### config.mk
export PLATFORM = sky130hd
export DESIGN_NAME = sorted_table_insert_find_delete_flat
export DESIGN_NICKNAME = d
export VERILOG_FILES = /design/src/rtl/stf_pkg.sv /design/src/rtl/stf_if.sv /design/src/rtl/sorted_table_insert_find_delete.sv /design/src/rtl/stf_ram.sv /design/src/rtl/stf_ctrl.sv /design/src/flat_wrapper.sv
export SDC_FILE = /design/constraint.sdc
export NUM_CORES = 1
export LEC_CHECK = 0
export ABC_AREA = 1
export BUFFER_PORTS_ARGS = -buffer_cell sky130_fd_sc_hd__clkbuf_2
export CAP_MARGIN = 40
export CORE_MARGIN = 2
export CORE_UTILIZATION = 45
export CTS_CLUSTER_DIAMETER = 150
export DETAILED_ROUTE_END_ITERATION = 7
export PLACE_DENSITY_LB_ADDON = 0.25
export SLEW_MARGIN = 20
export SYNTH_ARGS = -nofsm -noshare
export SYNTH_HDL_FRONTEND = slang
export SYNTH_SLANG_ARGS = --single-unit
### constraint.sdc
create_clock -name clk_i -period 10.3 [get_ports clk_i]
set_input_delay 1.03 -clock clk_i [delete_from_list [all_inputs] [get_ports clk_i]]
set_output_delay 1.03 -clock clk_i [all_outputs]
set_load 0.1 [all_outputs]
### src/rtl/stf_pkg.sv
package stf_pkg;

  // Table geometry
  localparam int unsigned TABLE_DEPTH = 16;
  localparam int unsigned IDX_W       = $clog2(TABLE_DEPTH);
  localparam int unsigned CNT_W       = $clog2(TABLE_DEPTH + 1);
  localparam int unsigned KEY_W       = 32;

  // Fixed field widths of the channels
  localparam int unsigned KIND_W   = 2;
  localparam int unsigned STATUS_W = 2;
  localparam int unsigned POS_W    = 4;
  localparam int unsigned TOTAL_W  = 5;

  // Request kinds
  localparam logic [KIND_W-1:0] KIND_INSERT = 2'd0;
  localparam logic [KIND_W-1:0] KIND_FIND   = 2'd1;
  localparam logic [KIND_W-1:0] KIND_DELETE = 2'd2;

  // Response status codes
  localparam logic [STATUS_W-1:0] ST_DONE    = 2'd0;
  localparam logic [STATUS_W-1:0] ST_FULL    = 2'd1;
  localparam logic [STATUS_W-1:0] ST_MISSING = 2'd2;

  typedef struct packed {
    logic [STATUS_W-1:0] status;
    logic [POS_W-1:0]    position;
    logic [TOTAL_W-1:0]  entry_total;
  } stf_rsp_t;

  typedef struct packed {
    logic                    we;
    logic [IDX_W-1:0]        waddr;
    logic signed [KEY_W-1:0] wdata;
    logic                    re;
    logic [IDX_W-1:0]        raddr;
  } stf_mem_cmd_t;

endpackage

### src/rtl/stf_if.sv
interface stf_req_if;
  import stf_pkg::*;

  logic                     valid;
  logic                     ready;
  logic [KIND_W-1:0]        kind;
  logic signed [KEY_W-1:0]  value;

  modport source (output valid, output kind, output value, input ready);
  modport sink   (input valid, input kind, input value, output ready);
endinterface

interface stf_rsp_if;
  import stf_pkg::*;

  logic                valid;
  logic                ready;
  logic [STATUS_W-1:0] status;
  logic [POS_W-1:0]    position;
  logic [TOTAL_W-1:0]  entry_total;

  modport source (output valid, output status, output position, output entry_total,
                  input ready);
  modport sink   (input valid, input status, input position, input entry_total,
                  output ready);
endinterface

### src/rtl/sorted_table_insert_find_delete.sv
// Channel  Dir  Fields                                   Request accepted when
// req_i    in   kind[1:0], value[31:0] signed             req_i.valid && req_i.ready
// rsp_o    out  status[1:0], position[3:0], entry_total[4:0]  rsp_o.valid && rsp_o.ready
//
// One request is worked on at a time; the single-port-write table RAM sets the pace.
// Insert: reads the last entry, shifts each larger entry right one by one, then writes the key.
// Find: a binary search; each probe reads the middle entry, then compares it with the key.
// Delete: the find, then the entries after the hit are shifted left one by one.
// Response adds one register stage; a new request is taken while it waits.
// Reset clears the fill count and the controller state; table contents are not cleared.
module sorted_table_insert_find_delete (
  input  logic     clk_i,
  input  logic     rst_ni,
  stf_req_if.sink  req_i,
  stf_rsp_if.source rsp_o
);
  import stf_pkg::*;

  // Controller to output stage
  logic                    res_valid;
  logic                    res_ready;
  stf_rsp_t                res;

  // Table RAM port
  stf_mem_cmd_t            mem_cmd;
  logic [KEY_W-1:0]        mem_rdata;

  // Output register
  logic                    out_valid_q;
  stf_rsp_t                out_q;

  stf_ctrl u_ctrl (
    .clk_i       (clk_i),
    .rst_ni      (rst_ni),
    .req_valid_i (req_i.valid),
    .req_ready_o (req_i.ready),
    .req_kind_i  (req_i.kind),
    .req_value_i (req_i.value),
    .res_valid_o (res_valid),
    .res_ready_i (res_ready),
    .res_o       (res),
    .mem_o       (mem_cmd),
    .mem_rdata_i ($signed(mem_rdata))
  );

  // Sorted keys, one per entry; read data appears the cycle after the address
  stf_ram #(
    .Depth (TABLE_DEPTH),
    .Width (KEY_W)
  ) u_ram (
    .clk_i   (clk_i),
    .we_i    (mem_cmd.we),
    .waddr_i (mem_cmd.waddr),
    .wdata_i (mem_cmd.wdata),
    .re_i    (mem_cmd.re),
    .raddr_i (mem_cmd.raddr),
    .rdata_o (mem_rdata)
  );

  // Output stage: load when empty or being drained this cycle
  assign res_ready = !out_valid_q || rsp_o.ready;

  always_ff @(posedge clk_i or negedge rst_ni) begin
    if (!rst_ni) begin
      out_valid_q <= 1'b0;
    end else if (res_ready) begin
      out_valid_q <= res_valid;
    end
  end

  always_ff @(posedge clk_i) begin
    if (res_ready && res_valid) begin
      out_q <= res;
    end
  end

  assign rsp_o.valid       = out_valid_q;
  assign rsp_o.status      = out_q.status;
  assign rsp_o.position    = out_q.position;
  assign rsp_o.entry_total = out_q.entry_total;

endmodule

### src/rtl/stf_ram.sv
module stf_ram #(
  parameter int unsigned Depth = 16,
  parameter int unsigned Width = 32
) (
  input  logic                     clk_i,
  input  logic                     we_i,
  input  logic [$clog2(Depth)-1:0] waddr_i,
  input  logic [Width-1:0]         wdata_i,
  input  logic                     re_i,
  input  logic [$clog2(Depth)-1:0] raddr_i,
  output logic [Width-1:0]         rdata_o
);

  logic [Width-1:0] mem_q [Depth];

  always_ff @(posedge clk_i) begin
    if (we_i) begin
      mem_q[waddr_i] <= wdata_i;
    end
  end

  always_ff @(posedge clk_i) begin
    if (re_i) begin
      rdata_o <= mem_q[raddr_i];
    end
  end

endmodule

### src/rtl/stf_ctrl.sv
module stf_ctrl (
  input  logic                             clk_i,
  input  logic                             rst_ni,
  input  logic                             req_valid_i,
  output logic                             req_ready_o,
  input  logic [stf_pkg::KIND_W-1:0]       req_kind_i,
  input  logic signed [stf_pkg::KEY_W-1:0] req_value_i,
  output logic                             res_valid_o,
  input  logic                             res_ready_i,
  output stf_pkg::stf_rsp_t                res_o,
  output stf_pkg::stf_mem_cmd_t            mem_o,
  input  logic signed [stf_pkg::KEY_W-1:0] mem_rdata_i
);
  import stf_pkg::*;

  typedef enum logic [2:0] {
    S_IDLE,
    S_INS_CMP,
    S_INS_LAST,
    S_SRCH_RD,
    S_SRCH_CMP,
    S_DEL_SHL,
    S_DONE
  } state_e;

  state_e                  state_q;
  logic                    del_q;
  logic signed [KEY_W-1:0] key_q;
  logic [CNT_W-1:0]        cnt_q;
  logic [CNT_W-1:0]        lo_q;
  logic [CNT_W-1:0]        hi_q;
  logic [CNT_W-1:0]        idx_q;
  logic [IDX_W-1:0]        mid_q;
  logic [IDX_W-1:0]        at_q;
  stf_rsp_t                res_q;

  logic                    accept;
  logic [CNT_W:0]          mid_sum;
  logic [IDX_W-1:0]        mid;
  logic [CNT_W-1:0]        lo_nx;
  logic [CNT_W-1:0]        hi_nx;
  logic [CNT_W-1:0]        mid_ext;
  logic [CNT_W-1:0]        cnt_inc;
  logic [CNT_W-1:0]        cnt_dec;
  logic                    full;

  assign accept      = req_valid_i && (state_q == S_IDLE);
  assign req_ready_o = (state_q == S_IDLE);
  assign res_valid_o = (state_q == S_DONE);
  assign res_o       = res_q;
  assign full        = (cnt_q == CNT_W'(TABLE_DEPTH));
  assign cnt_inc     = cnt_q + CNT_W'(1);
  assign cnt_dec     = cnt_q - CNT_W'(1);

  // floor((low + high) / 2) with high = hi - 1; lo < hi so the sum is never negative
  assign mid_sum = {1'b0, lo_q} + {1'b0, hi_q} - (CNT_W + 1)'(1);
  assign mid     = mid_sum[IDX_W:1];
  assign mid_ext = CNT_W'(mid_q);
  assign lo_nx   = mid_ext + CNT_W'(1);
  assign hi_nx   = mid_ext;

  always_comb begin
    mem_o       = '0;
    mem_o.wdata = key_q;
    case (state_q)
      S_IDLE: begin
        if (accept && req_kind_i == KIND_INSERT && !full && cnt_q != '0) begin
          mem_o.re    = 1'b1;
          mem_o.raddr = cnt_dec[IDX_W-1:0];
        end
      end
      S_INS_CMP: begin
        mem_o.we    = 1'b1;
        mem_o.waddr = idx_q[IDX_W-1:0];
        if (mem_rdata_i > key_q) begin
          mem_o.wdata = mem_rdata_i;
          if (idx_q != CNT_W'(1)) begin
            mem_o.re    = 1'b1;
            mem_o.raddr = IDX_W'(idx_q - CNT_W'(2));
          end
        end
      end
      S_INS_LAST: begin
        mem_o.we    = 1'b1;
        mem_o.waddr = idx_q[IDX_W-1:0];
      end
      S_SRCH_RD: begin
        mem_o.re    = 1'b1;
        mem_o.raddr = mid;
      end
      S_SRCH_CMP: begin
        if (mem_rdata_i == key_q && del_q && lo_nx < cnt_q) begin
          mem_o.re    = 1'b1;
          mem_o.raddr = lo_nx[IDX_W-1:0];
        end
      end
      S_DEL_SHL: begin
        mem_o.we    = 1'b1;
        mem_o.waddr = IDX_W'(idx_q - CNT_W'(1));
        mem_o.wdata = mem_rdata_i;
        if (idx_q + CNT_W'(1) < cnt_q) begin
          mem_o.re    = 1'b1;
          mem_o.raddr = IDX_W'(idx_q + CNT_W'(1));
        end
      end
      default: ;
    endcase
  end

  always_ff @(posedge clk_i or negedge rst_ni) begin
    if (!rst_ni) begin
      state_q <= S_IDLE;
      cnt_q   <= '0;
      del_q   <= 1'b0;
      key_q   <= '0;
      lo_q    <= '0;
      hi_q    <= '0;
      idx_q   <= '0;
      mid_q   <= '0;
      at_q    <= '0;
      res_q   <= '0;
    end else begin
      case (state_q)
        S_IDLE: begin
          if (accept) begin
            key_q <= req_value_i;
            del_q <= (req_kind_i == KIND_DELETE);
            lo_q  <= '0;
            hi_q  <= cnt_q;
            idx_q <= cnt_q;
            case (req_kind_i)
              KIND_INSERT: begin
                if (full) begin
                  res_q   <= '{ST_FULL, '0, TOTAL_W'(cnt_q)};
                  state_q <= S_DONE;
                end else if (cnt_q == '0) begin
                  state_q <= S_INS_LAST;
                end else begin
                  state_q <= S_INS_CMP;
                end
              end
              KIND_FIND, KIND_DELETE: begin
                if (cnt_q == '0) begin
                  res_q   <= '{ST_MISSING, '0, TOTAL_W'(cnt_q)};
                  state_q <= S_DONE;
                end else begin
                  state_q <= S_SRCH_RD;
                end
              end
              default: begin
                res_q   <= '{ST_MISSING, '0, TOTAL_W'(cnt_q)};
                state_q <= S_DONE;
              end
            endcase
          end
        end
        S_INS_CMP: begin
          if (mem_rdata_i > key_q) begin
            idx_q <= idx_q - CNT_W'(1);
            if (idx_q == CNT_W'(1)) begin
              state_q <= S_INS_LAST;
            end
          end else begin
            cnt_q   <= cnt_inc;
            res_q   <= '{ST_DONE, POS_W'(idx_q), TOTAL_W'(cnt_inc)};
            state_q <= S_DONE;
          end
        end
        S_INS_LAST: begin
          cnt_q   <= cnt_inc;
          res_q   <= '{ST_DONE, POS_W'(idx_q), TOTAL_W'(cnt_inc)};
          state_q <= S_DONE;
        end
        S_SRCH_RD: begin
          mid_q   <= mid;
          state_q <= S_SRCH_CMP;
        end
        S_SRCH_CMP: begin
          if (mem_rdata_i == key_q) begin
            if (!del_q) begin
              res_q   <= '{ST_DONE, POS_W'(mid_q), TOTAL_W'(cnt_q)};
              state_q <= S_DONE;
            end else if (lo_nx < cnt_q) begin
              at_q    <= mid_q;
              idx_q   <= lo_nx;
              state_q <= S_DEL_SHL;
            end else begin
              cnt_q   <= cnt_dec;
              res_q   <= '{ST_DONE, POS_W'(mid_q), TOTAL_W'(cnt_dec)};
              state_q <= S_DONE;
            end
          end else begin
            if (mem_rdata_i < key_q) begin
              lo_q <= lo_nx;
            end else begin
              hi_q <= hi_nx;
            end
            if ((mem_rdata_i < key_q) ? (lo_nx < hi_q) : (lo_q < hi_nx)) begin
              state_q <= S_SRCH_RD;
            end else begin
              res_q   <= '{ST_MISSING, '0, TOTAL_W'(cnt_q)};
              state_q <= S_DONE;
            end
          end
        end
        S_DEL_SHL: begin
          if (idx_q + CNT_W'(1) < cnt_q) begin
            idx_q <= idx_q + CNT_W'(1);
          end else begin
            cnt_q   <= cnt_dec;
            res_q   <= '{ST_DONE, POS_W'(at_q), TOTAL_W'(cnt_dec)};
            state_q <= S_DONE;
          end
        end
        S_DONE: begin
          if (res_ready_i) begin
            state_q <= S_IDLE;
          end
        end
        default: state_q <= S_IDLE;
      endcase
    end
  end

  // Fill level stays within the table
  a_cnt_range: assert property (@(posedge clk_i) disable iff (!rst_ni)
    cnt_q <= CNT_W'(TABLE_DEPTH))
    else $error("entry count beyond table depth");

  // Count moves by at most one per cycle
  a_cnt_step: assert property (@(posedge clk_i) disable iff (!rst_ni)
    1'b1 |=> (cnt_q == $past(cnt_q)) || (cnt_q == $past(cnt_q) + CNT_W'(1)) ||
             (cnt_q == $past(cnt_q) - CNT_W'(1)))
    else $error("entry count jumped");

  // Shifting never reads the entry it writes in the same cycle
  a_no_rw_clash: assert property (@(posedge clk_i) disable iff (!rst_ni)
    (mem_o.we && mem_o.re) |-> (mem_o.waddr != mem_o.raddr))
    else $error("read and write to the same entry");

  // Search window is never empty when a probe is issued
  a_window: assert property (@(posedge clk_i) disable iff (!rst_ni)
    (state_q == S_SRCH_RD) |-> (lo_q < hi_q) && (hi_q <= cnt_q))
    else $error("empty search window probed");

  // Table is only changed while an operation is under way
  a_idle_quiet: assert property (@(posedge clk_i) disable iff (!rst_ni)
    (state_q == S_IDLE || state_q == S_DONE) |-> !mem_o.we)
    else $error("table written while idle");

endmodule

### src/flat_wrapper.sv
// flat-port wrapper written by rule: the top's interface ports become plain ports
module sorted_table_insert_find_delete_flat import stf_pkg::*;
  (clk_i, rst_ni, req_i_valid, req_i_kind, req_i_value, req_i_ready, rsp_o_valid, rsp_o_status, rsp_o_position, rsp_o_entry_total, rsp_o_ready);
  stf_req_if req_i_i ();
  stf_rsp_if rsp_o_i ();
  input  logic clk_i;
  input  logic rst_ni;
  input wire logic [$bits(req_i_i.valid)-1:0] req_i_valid;
  input wire logic [$bits(req_i_i.kind)-1:0] req_i_kind;
  input wire logic [$bits(req_i_i.value)-1:0] req_i_value;
  output wire logic [$bits(req_i_i.ready)-1:0] req_i_ready;
  output wire logic [$bits(rsp_o_i.valid)-1:0] rsp_o_valid;
  output wire logic [$bits(rsp_o_i.status)-1:0] rsp_o_status;
  output wire logic [$bits(rsp_o_i.position)-1:0] rsp_o_position;
  output wire logic [$bits(rsp_o_i.entry_total)-1:0] rsp_o_entry_total;
  input wire logic [$bits(rsp_o_i.ready)-1:0] rsp_o_ready;
  assign req_i_i.valid = req_i_valid;
  assign req_i_i.kind = req_i_kind;
  assign req_i_i.value = req_i_value;
  assign req_i_ready = req_i_i.ready;
  assign rsp_o_valid = rsp_o_i.valid;
  assign rsp_o_status = rsp_o_i.status;
  assign rsp_o_position = rsp_o_i.position;
  assign rsp_o_entry_total = rsp_o_i.entry_total;
  assign rsp_o_i.ready = rsp_o_ready;
  sorted_table_insert_find_delete u_core (.clk_i(clk_i), .rst_ni(rst_ni), .req_i(req_i_i), .rsp_o(rsp_o_i));
endmodule
==> impl_metrics.tcl <==
set metrics [dict create \
    syn_area_per_cell_um2 11.0 \
    multi_input_area_um2 8440 \
    die_w_um 255 \
    fillers 5407 \
    fin_ws_ns 5.20 \
    period_share 0.495 \
    seq_power_share 0.374 \
    syn-num-nets 2669 \
    synthFlopType "edfxtp_1" \
    gp_congestion 0.913 \
    pre_cts_ws_ns 5.36 \
    async_flop_share 0.120 \
    die_y_um 255 \
    core_area_um2 61900 \
    path_common_cell "nand2_1" \
    start_kind "register" \
    skew_ns 0.0216 \
    status "finished, final reports clean" \
    final_core_util 0.512 \
    cts_resized 0 \
    hold_viol 0 \
    synth_cells 2565 \
    seqCellArea_um2 18600 \
    postRouteAntennaNets 0 \
    power.static_leakage_nw 12.1 \
    power.total_mw 10.9 \
    cts_buffers 67 \
    maxSlewHeadroom 0.416 \
    switching_share 0.397 \
    synth_area_leaders "edfxtp_1 59%, nand3_1 11%, nand2_1 7.6%" \
    vias 19800 \
    grt_pass1_vias 19000 \
    dp_hpwl_um 42900 \
    yosysSeqAreaShare 0.657 \
    io_pins 51 \
    clk_latency_ns 0.61 \
    drive_gt1_frac 0.109 \
    synth_seq_cells 631 \
    antenna_found_initial 0 \
    postCtsSetupBuffers 0 \
    reg2reg_depth 20 \
    drv_cap 0 \
    endpoint_kind "register" \
    fin_cells 3501 \
    cp_cell_sequence "inv_1 -> ha_1 -> ha_1 -> nand4_1 -> o21bai_1 -> nand3_1 -> inv_1 -> a31oi_1 -> nand2_2 -> inv_6 -> nand2_8 -> buf_16 -> buf_4 -> buf_16 -> nand2_1 -> nand3_1 -> nand3_1 -> nand2_1 -> nand2_1 -> nand2_1" \
    htreeDepth 3 \
    dr.pass1.iters 8 \
    numClockSinks 631 \
    placed_cells 3379 \
    grt_pass1_wl_um 116000 \
    holdCritPathClass "input port to async pin" \
    fmax_ghz 0.196 \
    worst_slew_pin_slew_ns 0.874 \
    syn_area_um2 28300 \
    cp.required_ns 10.65 \
    setup_viol_count_final 0 \
    totalWireLength_um 76800 \
    min_period_ns 5.10 \
    p_clk_frac 0.218 \
    power_density_nw_per_um2 342 \
    yosys_warnings 0 \
    vdd_drop_max_uv 160 \
    wire_per_inst_um 21.9 \
    grt_max_degree 111 \
    route.detailed.drc 0 \
    initial_core_util 0.456 \
    rsz0062_at_grt "false" \
    cts_tree "built" \
    port_buffers 50 \
    slowest_delay_ns 0.54 \
    dieArea_um2 64800 \
    drt-vias-per-instance 5.66 \
    p_sw_mw 4.31 \
    slew_viol_final 0 \
    synthToLayoutAreaGrowth_pct 12.3 \
    grt_overflow 0 \
    drt_iter0_drc 1952 \
    num_rows 91 \
    synth_top_cell_area_share 0.590 \
    ys_types 51 \
    final_nets 2717 \
    p_comb_frac 0.408 \
    crit_arrival_ns 5.45 \
    setup_tns_ns 0 \
    cts_root_buf "clkbuf_16" \
    synth-edff-count 555 \
    intPower_mw 6.55 \
    clock_path_buffers 3 \
    grt_use_total 0.241 \
    cp_max_fo 110 \
    ctsHoldBuffers 0 \
    cts.reportedPaths.clkPinSlew_ns 0.06 \
    yosys.area.top_type "edfxtp_1" \
    crit_type "register to register" \
    crit_slowest_cell "inv_6" \
]
## worst max-delay path, delay by kind of cell (launching register included)
family	cells	cell delay [ns]
AO/OA/AOI/OAI	2	0.34
adder cells (fa/ha/maj)	2	0.73
buffers and inverters	6	1.82
flip-flops	1	0.46
AND/OR/NAND/NOR	10	1.26
## metrics by stage
step,cell area [um2],hold WS (ns)
after detailed placement,29600,0.433
after global placement,29300,0.433
after global routing,31700,0.301
after CTS,31700,0.283
after floorplan,28300,0.425
final,31700,0.309
## synthesized netlist by cell type, types with 4 or more instances
library cell / number
nand3_1: 647
nor3_1: 5
ha_1: 65
nand3_2: 17
buf_6: 14
o21a_1: 7
clkinv_1: 4
buf_4: 42
o2111ai_1: 4
o22ai_1: 10
inv_2: 6
o211ai_1: 4
a21oi_1: 66
nand2_1: 570
buf_2: 39
edfxtp_1: 555
inv_1: 122
nor2_1: 94
xor2_1: 15
nand2_2: 7
dfrtp_1: 76
nor2_2: 7
nand4_1: 5
o21ai_0: 92
buf_1: 17
clkbuf_1: 36
## power groups by stage
stage	logic, mW	registers, mW	clock network (mW)
6_report	4.43	4.06	2.36
5_1_grt	4.94	4.10	2.50
3_3_place_gp	4.25	4.09	0
3_5_place_dp	4.40	4.11	0
2_1_floorplan	2.96	4.16	0
4_1_cts	4.42	4.06	2.40
## final cells by class
cell class | count | area share
antenna | 1 | 0.0000789
clock buffer | 84 | 0.0565
sequential | 631 | 0.585
clock inverter | 35 | 0.0106
multi-input combinational | 1650 | 0.266
timing repair buffer | 129 | 0.0326
inverter | 134 | 0.0162
tap | 837 | 0.0330
## cell families after synthesis
family / after synthesis / synth area share
AND/OR/NAND/NOR: 1365 / 0.219
flip-flops: 631 / 0.657
buffers and inverters: 284 / 0.0494
AO/OA/AOI/OAI: 200 / 0.0392
adder cells (fa/ha/maj): 66 / 0.0295
XOR/XNOR: 18 / 0.00558
multiplexers: 1 / 0.000399
## layer usage
layer  vias to the layer above  wire (um)  global-route usage
li1                       9147          -                   -
met1                      9725      32100               0.325
met4                         0       1970              0.0860
met3                       131       5730              0.0389
met5                         -          0                   0
met2                       825      37000               0.395
## layout by cell type (no fill, tap or decap), types with 19 or more instances in the layout
cell	n
nand2_1	565
dfrtp_1	76
buf_4	69
a21oi_1	66
o21ai_0	91
nand3_1	647
edfxtp_1	555
inv_1	122
ha_1	65
nor2_1	79
clkbuf_2	49
clkinv_1	19
clkbuf_16	68
## registers in the layout, indices dropped and copies added (netlist names)
name	flops
u_core.u_ram.rdata_o	32
u_core.u_ctrl.cnt_q	5
u_core.u_ctrl.res_o	11
u_core.u_ram.mem_q	512
u_core.u_ctrl.idx_q	5
u_core.rsp_o.valid	1
u_core.rsp_o.status	2
u_core.u_ctrl.state_q	3
u_core.u_ctrl.hi_q	5
u_core.u_ctrl.lo_q	5
u_core.u_ctrl.del_q	1
u_core.rsp_o.position	4
u_core.u_ctrl.at_q	4
u_core.u_ctrl.mid_q	4
u_core.u_ctrl.key_q	32
u_core.rsp_o.entry_total	5
## worst paths after layout
| kind | start | endpoint | slack [ns] |
|---|---|---|---|
| setup / recovery | u_core.u_ctrl.idx_q[0] | u_core.u_ram.rdata_o[4] | 5.20 |
| hold / removal | rst_ni | u_core.u_ctrl.key_q[29] | 0.31 |
| setup reg to reg | u_core.u_ctrl.idx_q[0] | u_core.u_ram.rdata_o[4] | 5.20 |
| hold reg to reg | u_core.u_ctrl.res_o[3] | u_core.rsp_o.entry_total[3] | 0.45 |
| max in group asynchronous | rst_ni | u_core.u_ctrl.mid_q[2] | 9.03 |
| min in group clk_i | u_core.u_ctrl.res_o[3] | u_core.rsp_o.entry_total[3] | 0.45 |
Note: power is estimated with default switching activity, not from simulation.
